`config.mk`:
```
export PLATFORM = sky130hd
export DESIGN_NAME = script_line_tokenizer
export DESIGN_NICKNAME = d
export VERILOG_FILES = /design/src/hw/rtl/slt_pkg.sv /design/src/hw/rtl/slt_scan.sv /design/src/hw/rtl/slt_outq.sv /design/src/hw/rtl/script_line_tokenizer.sv
export SDC_FILE = /design/constraint.sdc
export NUM_CORES = 1
export LEC_CHECK = 0
export BUFFER_PORTS_ARGS = -buffer_cell sky130_fd_sc_hd__buf_2
export CORE_MARGIN = 1
export CORE_UTILIZATION = 39
export DETAILED_ROUTE_END_ITERATION = 6
export PLACE_DENSITY = 0.58
export RECOVER_POWER = 50
export SYNTH_ARGS = -nofsm -noshare
export SYNTH_HDL_FRONTEND = slang
export SYNTH_SLANG_ARGS = --single-unit
```
`constraint.sdc`:
```
create_clock -name clk -period 6.6 [get_ports clk]
set_input_delay 0.66 -clock clk [delete_from_list [all_inputs] [get_ports clk]]
set_output_delay 0.66 -clock clk [all_outputs]
set_load 0.02 [all_outputs]
```
`src/hw/rtl/slt_pkg.sv`:
```
// ----------------------------------------------------------------------------
// slt_pkg
// Shared types, codes and sizes for the script line tokenizer.
// ----------------------------------------------------------------------------
package slt_pkg;

  localparam int LINE_MAX = 4096;
  localparam int POS_W    = $clog2(LINE_MAX + 1);
  localparam int VAL_W    = 63;
  localparam int START_W  = 12;
  localparam int LEN_W    = 13;
  localparam int RES_MAX  = 3;
  localparam int DATA_W   = 96;

  localparam logic [POS_W-1:0] POS_LIMIT = POS_W'(LINE_MAX);
  localparam logic [VAL_W-1:0] VAL_MAX   = {VAL_W{1'b1}};

  localparam logic [7:0] CH_EQ    = 8'h3D;
  localparam logic [7:0] CH_LT    = 8'h3C;
  localparam logic [7:0] CH_GT    = 8'h3E;
  localparam logic [7:0] CH_BANG  = 8'h21;
  localparam logic [7:0] CH_DOT   = 8'h2E;
  localparam logic [7:0] CH_QUOTE = 8'h22;
  localparam logic [7:0] CH_US    = 8'h5F;
  localparam logic [7:0] CH_ASCII = 8'h7F;

  typedef enum logic [2:0] {
    KIND_NAME   = 3'd0,
    KIND_OP     = 3'd1,
    KIND_INT    = 3'd2,
    KIND_FLOAT  = 3'd3,
    KIND_STRING = 3'd4,
    KIND_ERROR  = 3'd5
  } kind_t;

  typedef enum logic [4:0] {
    OP_ASSIGN = 5'd0,
    OP_ADD    = 5'd1,
    OP_SUB    = 5'd2,
    OP_MUL    = 5'd3,
    OP_DIV    = 5'd4,
    OP_MOD    = 5'd5,
    OP_EQ     = 5'd6,
    OP_NE     = 5'd7,
    OP_LT     = 5'd8,
    OP_GT     = 5'd9,
    OP_LE     = 5'd10,
    OP_GE     = 5'd11,
    OP_NOT    = 5'd12,
    OP_DOT    = 5'd13,
    OP_SEP    = 5'd14,
    OP_LPAREN = 5'd15,
    OP_RPAREN = 5'd16,
    OP_LBRACK = 5'd17,
    OP_RBRACK = 5'd18,
    OP_LBRACE = 5'd19,
    OP_RBRACE = 5'd20
  } op_t;

  typedef enum logic [1:0] {
    MODE_IDLE   = 2'd0,
    MODE_NAME   = 2'd1,
    MODE_NUMBER = 2'd2,
    MODE_STRING = 2'd3
  } mode_t;

  typedef enum logic [2:0] {
    PEND_NONE   = 3'd0,
    PEND_ASSIGN = 3'd1,
    PEND_LESS   = 3'd2,
    PEND_MORE   = 3'd3,
    PEND_BANG   = 3'd4
  } pend_t;

  typedef struct packed {
    kind_t              kind;
    op_t                op;
    logic [VAL_W-1:0]   value;
    logic [START_W-1:0] start;
    logic [LEN_W-1:0]   len;
  } tok_t;

  typedef struct packed {
    logic [1:0]       count;
    tok_t [RES_MAX-1:0] tok;
  } bundle_t;

endpackage

```
`src/hw/rtl/slt_scan.sv`:
```
// ----------------------------------------------------------------------------
// slt_scan
// Input register, line scan state and the per-byte token decision.
// ----------------------------------------------------------------------------
module slt_scan (
  input  logic             clk,
  input  logic             rst,
  input  logic             s_tvalid,
  output logic             s_tready,
  input  logic [7:0]       s_tdata,
  input  logic             s_tlast,
  input  logic             free,
  output logic             load,
  output slt_pkg::bundle_t bundle
);
  import slt_pkg::*;

  logic             in_valid;
  logic [7:0]       in_char;
  logic             in_eol;

  logic [POS_W-1:0] pos;
  mode_t            mode;
  logic [POS_W-1:0] start;
  pend_t            pend;
  logic [VAL_W-1:0] acc;
  logic             flt;
  logic             skip;

  logic [POS_W-1:0] pos_next;
  mode_t            mode_next;
  logic [POS_W-1:0] start_next;
  pend_t            pend_next;
  logic [VAL_W-1:0] acc_next;
  logic             flt_next;
  logic             skip_next;

  logic [POS_W-1:0] pos_mid;
  mode_t            mode_mid;
  logic [POS_W-1:0] start_mid;
  pend_t            pend_mid;
  logic [VAL_W-1:0] acc_mid;
  logic             flt_mid;
  logic             skip_mid;

  logic             act, p_path, p_dbl, p_single, m_path;
  logic             name_end, name_err, name_ok;
  logic             num_digit, num_dot, num_err, num_end;
  logic             str_close, run_idle;
  logic             c_letter, c_digit, c_quote, c_pend;
  logic             c_single;
  op_t              c_op;
  logic [VAL_W+3:0] acc_x10;
  logic [VAL_W-1:0] acc_step;

  tok_t             e1, e2, e3;
  logic             e1_v, e2_v, e3_v;
  logic [1:0]       n;

  function automatic op_t pend_single(input pend_t p);
    op_t r;
    case (p)
      PEND_ASSIGN: r = OP_ASSIGN;
      PEND_LESS:   r = OP_LT;
      PEND_MORE:   r = OP_GT;
      default:     r = OP_NOT;
    endcase
    return r;
  endfunction

  function automatic op_t pend_double(input pend_t p);
    op_t r;
    case (p)
      PEND_ASSIGN: r = OP_EQ;
      PEND_LESS:   r = OP_LE;
      PEND_MORE:   r = OP_GE;
      default:     r = OP_NE;
    endcase
    return r;
  endfunction

  function automatic tok_t make_tok(input kind_t k, input op_t o, input logic [VAL_W-1:0] v,
                                    input logic [POS_W-1:0] s, input logic [POS_W-1:0] l);
    tok_t t;
    t.kind  = k;
    t.op    = o;
    t.value = v;
    t.start = START_W'(s);
    t.len   = LEN_W'(l);
    return t;
  endfunction

  assign load     = in_valid && free;
  assign s_tready = !in_valid || load;

  always_ff @(posedge clk) begin
    if (rst) begin
      in_valid <= 1'b0;
    end else if (s_tvalid && s_tready) begin
      in_valid <= 1'b1;
    end else if (load) begin
      in_valid <= 1'b0;
    end
  end

  always_ff @(posedge clk) begin
    if (s_tvalid && s_tready) begin
      in_char <= s_tdata;
      in_eol  <= s_tlast;
    end
  end

  // Character classes and path decode
  always_comb begin
    c_letter = in_char inside {[8'h41:8'h5A], [8'h61:8'h7A], CH_US};
    c_digit  = in_char inside {[8'h30:8'h39]};
    c_quote  = in_char == CH_QUOTE;
    c_pend   = in_char inside {CH_EQ, CH_LT, CH_GT, CH_BANG};
    c_single = 1'b1;
    case (in_char)
      8'h2B:   c_op = OP_ADD;
      8'h2D:   c_op = OP_SUB;
      8'h2A:   c_op = OP_MUL;
      8'h2F:   c_op = OP_DIV;
      8'h25:   c_op = OP_MOD;
      CH_DOT:  c_op = OP_DOT;
      8'h2C:   c_op = OP_SEP;
      8'h28:   c_op = OP_LPAREN;
      8'h29:   c_op = OP_RPAREN;
      8'h5B:   c_op = OP_LBRACK;
      8'h5D:   c_op = OP_RBRACK;
      8'h7B:   c_op = OP_LBRACE;
      8'h7D:   c_op = OP_RBRACE;
      default: begin
        c_op     = OP_ASSIGN;
        c_single = 1'b0;
      end
    endcase

    act       = (pos < POS_LIMIT) && !skip;
    p_path    = act && (pend != PEND_NONE);
    p_dbl     = p_path && (in_char == CH_EQ);
    p_single  = p_path && !p_dbl;
    m_path    = act && (pend == PEND_NONE);
    name_end  = m_path && (mode == MODE_NAME) && !(c_letter || c_digit);
    name_err  = name_end && (in_char > CH_ASCII);
    name_ok   = name_end && !name_err;
    num_digit = m_path && (mode == MODE_NUMBER) && c_digit;
    num_dot   = m_path && (mode == MODE_NUMBER) && (in_char == CH_DOT);
    num_err   = num_dot && flt;
    num_end   = m_path && (mode == MODE_NUMBER) && !c_digit && !num_dot;
    str_close = m_path && (mode == MODE_STRING) && c_quote;
    run_idle  = p_single || name_ok || num_end || (m_path && (mode == MODE_IDLE));

    acc_x10  = ({4'b0, acc} << 3) + ({4'b0, acc} << 1) + {{VAL_W{1'b0}}, in_char[3:0]};
    acc_step = (acc_x10 > {4'b0, VAL_MAX}) ? VAL_MAX : acc_x10[VAL_W-1:0];
  end

  // Next state
  always_comb begin
    pos_mid   = (pos < POS_LIMIT) ? pos + 1'b1 : pos;
    mode_mid  = mode;
    start_mid = start;
    pend_mid  = pend;
    acc_mid   = acc;
    flt_mid   = flt;
    skip_mid  = skip || name_err || num_err;

    if (p_path) begin
      pend_mid = PEND_NONE;
    end
    if (name_err || num_err || str_close || name_ok || num_end) begin
      mode_mid = MODE_IDLE;
    end
    if (num_digit && !flt) begin
      acc_mid = acc_step;
    end
    if (num_dot && !flt) begin
      flt_mid = 1'b1;
    end
    if (run_idle) begin
      if (c_letter || c_quote || c_digit || c_pend) begin
        start_mid = pos;
      end
      if (c_letter) begin
        mode_mid = MODE_NAME;
      end else if (c_quote) begin
        mode_mid = MODE_STRING;
      end else if (c_digit) begin
        mode_mid = MODE_NUMBER;
        acc_mid  = {{(VAL_W-4){1'b0}}, in_char[3:0]};
        flt_mid  = 1'b0;
      end else if (in_char == CH_EQ) begin
        pend_mid = PEND_ASSIGN;
      end else if (in_char == CH_LT) begin
        pend_mid = PEND_LESS;
      end else if (in_char == CH_GT) begin
        pend_mid = PEND_MORE;
      end else if (in_char == CH_BANG) begin
        pend_mid = PEND_BANG;
      end
    end

    if (in_eol) begin
      pos_next   = '0;
      mode_next  = MODE_IDLE;
      start_next = '0;
      pend_next  = PEND_NONE;
      acc_next   = '0;
      flt_next   = 1'b0;
      skip_next  = 1'b0;
    end else begin
      pos_next   = pos_mid;
      mode_next  = mode_mid;
      start_next = start_mid;
      pend_next  = pend_mid;
      acc_next   = acc_mid;
      flt_next   = flt_mid;
      skip_next  = skip_mid;
    end
  end

  always_ff @(posedge clk) begin
    if (rst) begin
      pos   <= '0;
      mode  <= MODE_IDLE;
      start <= '0;
      pend  <= PEND_NONE;
      acc   <= '0;
      flt   <= 1'b0;
      skip  <= 1'b0;
    end else if (load) begin
      pos   <= pos_next;
      mode  <= mode_next;
      start <= start_next;
      pend  <= pend_next;
      acc   <= acc_next;
      flt   <= flt_next;
      skip  <= skip_next;
    end
  end

  // Token outputs
  always_comb begin
    e1_v = 1'b1;
    if (p_dbl) begin
      e1 = make_tok(KIND_OP, pend_double(pend), '0, start, POS_W'(2));
    end else if (p_single) begin
      e1 = make_tok(KIND_OP, pend_single(pend), '0, start, POS_W'(1));
    end else if (name_err || num_err) begin
      e1 = make_tok(KIND_ERROR, OP_ASSIGN, '0, start, pos + 1'b1 - start);
    end else if (name_ok) begin
      e1 = make_tok(KIND_NAME, OP_ASSIGN, '0, start, pos - start);
    end else if (num_end && flt) begin
      e1 = make_tok(KIND_FLOAT, OP_ASSIGN, '0, start, pos - start);
    end else if (num_end) begin
      e1 = make_tok(KIND_INT, OP_ASSIGN, acc, start, pos - start);
    end else if (str_close) begin
      e1 = make_tok(KIND_STRING, OP_ASSIGN, '0, start, pos - start - 1'b1);
    end else begin
      e1   = '0;
      e1_v = 1'b0;
    end

    e2_v = run_idle && c_single;
    e2   = make_tok(KIND_OP, c_op, '0, pos, POS_W'(1));

    e3_v = in_eol && !skip_mid;
    if (pend_mid != PEND_NONE) begin
      e3 = make_tok(KIND_OP, pend_single(pend_mid), '0, start_mid, POS_W'(1));
    end else if (mode_mid == MODE_NAME) begin
      e3 = make_tok(KIND_NAME, OP_ASSIGN, '0, start_mid, pos_mid - start_mid);
    end else if (mode_mid == MODE_NUMBER && flt_mid) begin
      e3 = make_tok(KIND_FLOAT, OP_ASSIGN, '0, start_mid, pos_mid - start_mid);
    end else if (mode_mid == MODE_NUMBER) begin
      e3 = make_tok(KIND_INT, OP_ASSIGN, acc_mid, start_mid, pos_mid - start_mid);
    end else if (mode_mid == MODE_STRING) begin
      e3 = make_tok(KIND_ERROR, OP_ASSIGN, '0, start_mid, pos_mid - start_mid);
    end else begin
      e3   = '0;
      e3_v = 1'b0;
    end

    n          = 2'd0;
    bundle.tok = '0;
    if (e1_v) begin
      bundle.tok[n] = e1;
      n             = n + 2'd1;
    end
    if (e2_v) begin
      bundle.tok[n] = e2;
      n             = n + 2'd1;
    end
    if (e3_v) begin
      bundle.tok[n] = e3;
      n             = n + 2'd1;
    end
    bundle.count = n;
  end

endmodule

```
`src/hw/rtl/slt_outq.sv`:
```
// ----------------------------------------------------------------------------
// slt_outq
// Result register: holds the tokens of one byte and hands them out in order.
// ----------------------------------------------------------------------------
module slt_outq (
  input  logic             clk,
  input  logic             rst,
  input  logic             load,
  input  slt_pkg::bundle_t bundle,
  output logic             free,
  output logic             m_tvalid,
  input  logic             m_tready,
  output slt_pkg::tok_t    head,
  output logic             m_tlast
);
  import slt_pkg::*;

  tok_t [RES_MAX-1:0] slot;
  logic [1:0]         cnt;

  assign m_tvalid = cnt != 2'd0;
  assign m_tlast  = cnt == 2'd1;
  assign head     = slot[0];
  assign free     = (cnt == 2'd0) || ((cnt == 2'd1) && m_tready);

  always_ff @(posedge clk) begin
    if (rst) begin
      cnt <= 2'd0;
    end else if (load) begin
      cnt <= bundle.count;
    end else if (m_tvalid && m_tready) begin
      cnt <= cnt - 2'd1;
    end
  end

  always_ff @(posedge clk) begin
    if (load) begin
      slot <= bundle.tok;
    end else if (m_tvalid && m_tready) begin
      slot[0] <= slot[1];
      slot[1] <= slot[2];
    end
  end

endmodule

```
`src/hw/rtl/script_line_tokenizer.sv`:
```
// ----------------------------------------------------------------------------
// script_line_tokenizer
// Splits a script line, one byte per transfer, into name, operator, number
// and string tokens with their start offsets and lengths.
//
//   channel | dir | tdata                      | tuser      | tlast
//   s_*     | in  | char_code                  | -          | end_of_line
//   m_*     | out | op, value, start, length   | token_kind | last_of_run
//
// One byte is taken per cycle while the result register is free; each byte
// gives zero to two tokens, and the result register sends one token per
// cycle while m_tready is high, so a byte with several tokens holds the input
// until its last token is taken. A byte passes the input register and then
// the result register. Reset is synchronous and starts a fresh line. The input
// register holds one byte while a token waits for m_tready; then the input stalls.
// ----------------------------------------------------------------------------
module script_line_tokenizer (
  input  logic                       clk,
  input  logic                       rst,
  input  logic                       s_tvalid,
  output logic                       s_tready,
  input  logic [7:0]                 s_tdata,   // [7:0] char_code
  input  logic                       s_tlast,
  output logic                       m_tvalid,
  input  logic                       m_tready,
  output logic [slt_pkg::DATA_W-1:0] m_tdata,   // [4:0] operator_code, [67:5] integer_value,
                                                // [79:68] token_start, [92:80] token_length
  output logic [2:0]                 m_tuser,   // [2:0] token_kind
  output logic                       m_tlast
);
  import slt_pkg::*;

  logic    free;
  logic    load;
  bundle_t bundle;
  tok_t    head;

  slt_scan u_scan (
    .clk      (clk),
    .rst      (rst),
    .s_tvalid (s_tvalid),
    .s_tready (s_tready),
    .s_tdata  (s_tdata),
    .s_tlast  (s_tlast),
    .free     (free),
    .load     (load),
    .bundle   (bundle)
  );

  slt_outq u_outq (
    .clk      (clk),
    .rst      (rst),
    .load     (load),
    .bundle   (bundle),
    .free     (free),
    .m_tvalid (m_tvalid),
    .m_tready (m_tready),
    .head     (head),
    .m_tlast  (m_tlast)
  );

  assign m_tuser = head.kind;
  assign m_tdata = {3'b0, head.len, head.start, head.value, head.op};

endmodule

```
==> impl_metrics.py <==
metrics = {
    "status": {
        "status": "finished, violations left",
        "violations": "capacitance limit, slew limit",
    },
    "placement": {
        "post-place-ws_ps": 731,
        "place_inst": 3496,
        "io_buffer_count": 111,
        "hpwl_um": 53700,
        "gp_congestion": 0.925,
        "dpl_cell_area_um2": 26000,
    },
    "route": {
        "first_pass_iters": 7,
        "drc": 0,
        "drt-vias-per-instance": 5.80,
        "wl_um": 77000,
        "wl_per_cell_um": 21.5,
        "num_vias": 20700,
        "drtIter0Drc": 1708,
        "ant_nets": 0,
    },
    "global_routing": {
        "grt_pass1_vias": 20000,
        "grt_pass1_wl_um": 120000,
        "antenna_found_initial": 1,
        "grt_overflow": 0,
        "grt_max_degree": 97,
        "grt_usage": 0.230,
    },
    "sta": {
        "finalSetupViolations": 0,
        "slew_violations": 306,
        "tns_ps": 0,
        "finalClockSkew_ps": 35.6,
        "finalCriticalPeriod_ps": 5950,
        "period_share": 0.902,
        "tightest_slew_ps": 3110,
        "hold_violations": 0,
        "fin_hold_ws_ps": 255,
        "fin_ws_ps": 647,
        "slew_headroom": -1.08,
        "fmax_ghz": 0.168,
        "rsz0062_at_grt": "false",
    },
    "final_layout": {
        "finish.utilization": 0.424,
        "layout_common_cells": "nand2_1, nor2_1, edfxtp_1, o21ai_0, ha_1",
        "final_common_cell": "nand2_1",
        "final_cell_count_no_fill": 3580,
        "antenna_cells": 0,
        "fillers": 6390,
        "fin_nets": 2876,
        "fin_area_um2": 27300,
        "areaGrowthSynthToFinish_pct": 7.40,
        "drive_above_1_share": 0.0708,
    },
    "worst_setup_path": {
        "crit_path_end_kind": "register",
        "cpPeakStageDelay_ps": 950,
        "critical_path_class": "reg -> reg",
        "ff2ff_path_depth": 19,
        "cp_common_cell": "a21oi_1",
        "critPathMaxFanout": 26,
        "timing.rr.end": "u_outq.head[11]$_DFFE_PP_",
        "cp_top_family": "compound AO/OA/AOI/OAI gates",
        "rrSetupSlack_ps": 650,
        "path_buf_inv": 0,
        "cp_cell_sequence": "and4b_1, o31ai_1, a21oi_1, o211ai_2, o31a_1, nor2_1, a21oi_1, ha_1, nor2b_1, o21ai_0, a21boi_0, o21ai_0, a211oi_1, o31a_1, o21a_1, nor3_1, nand3b_1, a21oi_1, a22o_1",
        "regToRegStartpoint": "u_scan.in_char[0]$_DFFE_PP_",
        "cp.arrival_ps": 6310,
        "cpMaxStageDelayCell": "o31a_1",
        "worstPathRequired_ps": 6960,
        "crit_path_start_kind": "register",
    },
    "cts": {
        "clkSlewWorstSetupHoldPaths_ps": 60,
        "cts_sinks": 394,
        "htreeDepth": 2,
        "clock_latency_ps": 600,
        "cts_tree": "done",
        "postCtsHoldBufs": 0,
        "ctsLongestPathBuffers": 3,
        "cts_root_buf": "clkbuf_16",
        "cts_inserted_buffers": 46,
        "post_cts_resized": 0,
        "cts_setup_buffers": 0,
    },
    "floorplan": {
        "rows": 93,
        "dieHeight_um": 257,
        "die_area_um2": 66300,
        "core_um2": 64500,
        "pin_count": 115,
        "die_w_um": 257,
        "start_util": 0.395,
    },
    "synthesis": {
        "synthesis.area_um2": 25500,
        "syn_area_per_cell_um2": 9.22,
        "synth.yosys.seq_area_share": 0.426,
        "ys_seq_elements": 394,
        "netlist_instances": 2760,
        "ys_types": 96,
        "synth_edf_count": 295,
        "async_reset_ff_frac": 0,
        "synth_ff_type": "edfxtp_1",
        "ys_warn_count": 0,
    },
    "job": {
        "maxCapViolCount": 5,
    },
    "hold_path": {
        "holdPathStages": 1,
        "min_path_type": "in -> reg",
        "hold_end": "u_scan.in_char[6]$_DFFE_PP_",
        "hp-start": "s_tdata[6]",
    },
    "power": {
        "p_total_mw": 7.52,
        "peakVddDrop_v": 0.000215,
        "p_leak_nw": 10.2,
        "powerDensity_nw_per_um2": 275,
    },
}
[how the worst max path moves through the flow]
| stage | startpoint | endpoint | slack [ps] | cells after the start |
|---|---|---|---|---|
| after global placement | u_scan.in_char[0]$_DFFE_PP_ | u_outq.head[11]$_DFFE_PP_ | 940 | 19 |
| after CTS | u_scan.in_char[0]$_DFFE_PP_ | u_outq.head[11]$_DFFE_PP_ | 730 | 19 |
| after global routing | u_scan.in_char[0]$_DFFE_PP_ | u_outq.head[11]$_DFFE_PP_ | 180 | 19 |
| after detailed placement | u_scan.in_char[0]$_DFFE_PP_ | u_outq.head[11]$_DFFE_PP_ | 730 | 19 |
| final | u_scan.in_char[0]$_DFFE_PP_ | u_outq.head[11]$_DFFE_PP_ | 650 | 19 |
| after floorplan | u_outq.cnt[0]$_SDFFE_PP0P_ | u_outq.head[0]$_DFFE_PP_ | 1540 | 4 |
[cell usage after synthesis, types with 8 or more instances]
master,instances,share of area
a211oi_1,21,0.0062
a21boi_0,12,0.0035
a21o_1,42,0.012
a21oi_1,157,0.031
a22o_1,20,0.0069
a22oi_1,83,0.024
a31oi_1,19,0.0047
and2_1,28,0.0069
and3_1,12,0.0029
buf_1,13,0.0019
buf_2,27,0.0053
buf_4,102,0.030
clkbuf_1,117,0.017
dfxtp_1,99,0.078
edfxtp_1,295,0.35
ha_1,169,0.083
inv_1,53,0.0078
mux2i_1,17,0.0067
nand2_1,306,0.045
nand2b_1,11,0.0027
nand3_1,45,0.0088
nand4_1,24,0.0059
nor2_1,301,0.044
nor2b_1,22,0.0054
nor3_1,69,0.014
nor4_1,11,0.0027
o2111ai_1,10,0.0034
o211ai_1,12,0.0035
o21a_1,19,0.0056
o21ai_0,223,0.044
o21ai_1,75,0.015
o21ai_2,31,0.011
o21bai_1,13,0.0038
o221ai_1,16,0.0055
o22ai_1,8,0.0020
o22ai_2,12,0.0059
o31ai_1,15,0.0044
or3_1,13,0.0032
xnor2_1,70,0.024
xor2_1,42,0.014
[power breakdown]
part | switching [mW] | internal, mW | leakage [nW]
clock network | 1.05 | 1.55 | 0.740
logic | 1.08 | 0.370 | 5.79
registers | 0.157 | 3.31 | 3.66
total | 2.29 | 5.23 | 10.2
[logic make-up (layout without fill, tap and decap cells)]
| family | after synthesis | in the layout | share of synthesized area |
|---|---|---|---|
| muxes | 19 | 19 | 0.00757 |
| adders and majority gates | 174 | 174 | 0.0870 |
| and+or+nand+nor | 890 | 890 | 0.158 |
| DFF | 394 | 394 | 0.426 |
| xor gates and xnor gates | 112 | 112 | 0.0385 |
| buffers and inverters | 317 | 280 | 0.0643 |
| AOI/OAI and AO/OA | 853 | 853 | 0.219 |
| other | 1 | 3 | 0.000147 |
[registers in the layout, summed over array words and instances (netlist names)]
| signal | cells |
|---|---|
| u_scan.in_char | 8 |
| u_scan.in_eol | 1 |
| u_scan.acc | 63 |
| u_scan.pend | 3 |
| u_scan.flt | 1 |
| u_outq.head | 96 |
| u_scan.in_valid | 1 |
| u_outq.slot | 190 |
| u_scan.pos | 13 |
| u_outq.cnt | 2 |
| u_scan.start | 13 |
| u_scan.skip | 1 |
| u_scan.mode | 2 |
[routing by layer]
metal / vias to the layer above / part of all wire / GRT usage
met5: - / 0 / 0
met4: 0 / 0.024 / 0.0649
met3: 109 / 0.050 / 0.0254
met2: 633 / 0.46 / 0.370
met1: 10100 / 0.47 / 0.324
li1: 9926 / - / -
[cell type report]
type                       count  area [µm²]  share of cell area
clock buffer                  65        1280              0.0470
multi-input combinational   2051       13000               0.477
timing repair buffer         142         678              0.0248
clock inverter                19         225             0.00824
sequential                   394       10800               0.396
tap                          855        1070              0.0391
inverter                      54         206             0.00755
Power figures use the tool's default switching activity.
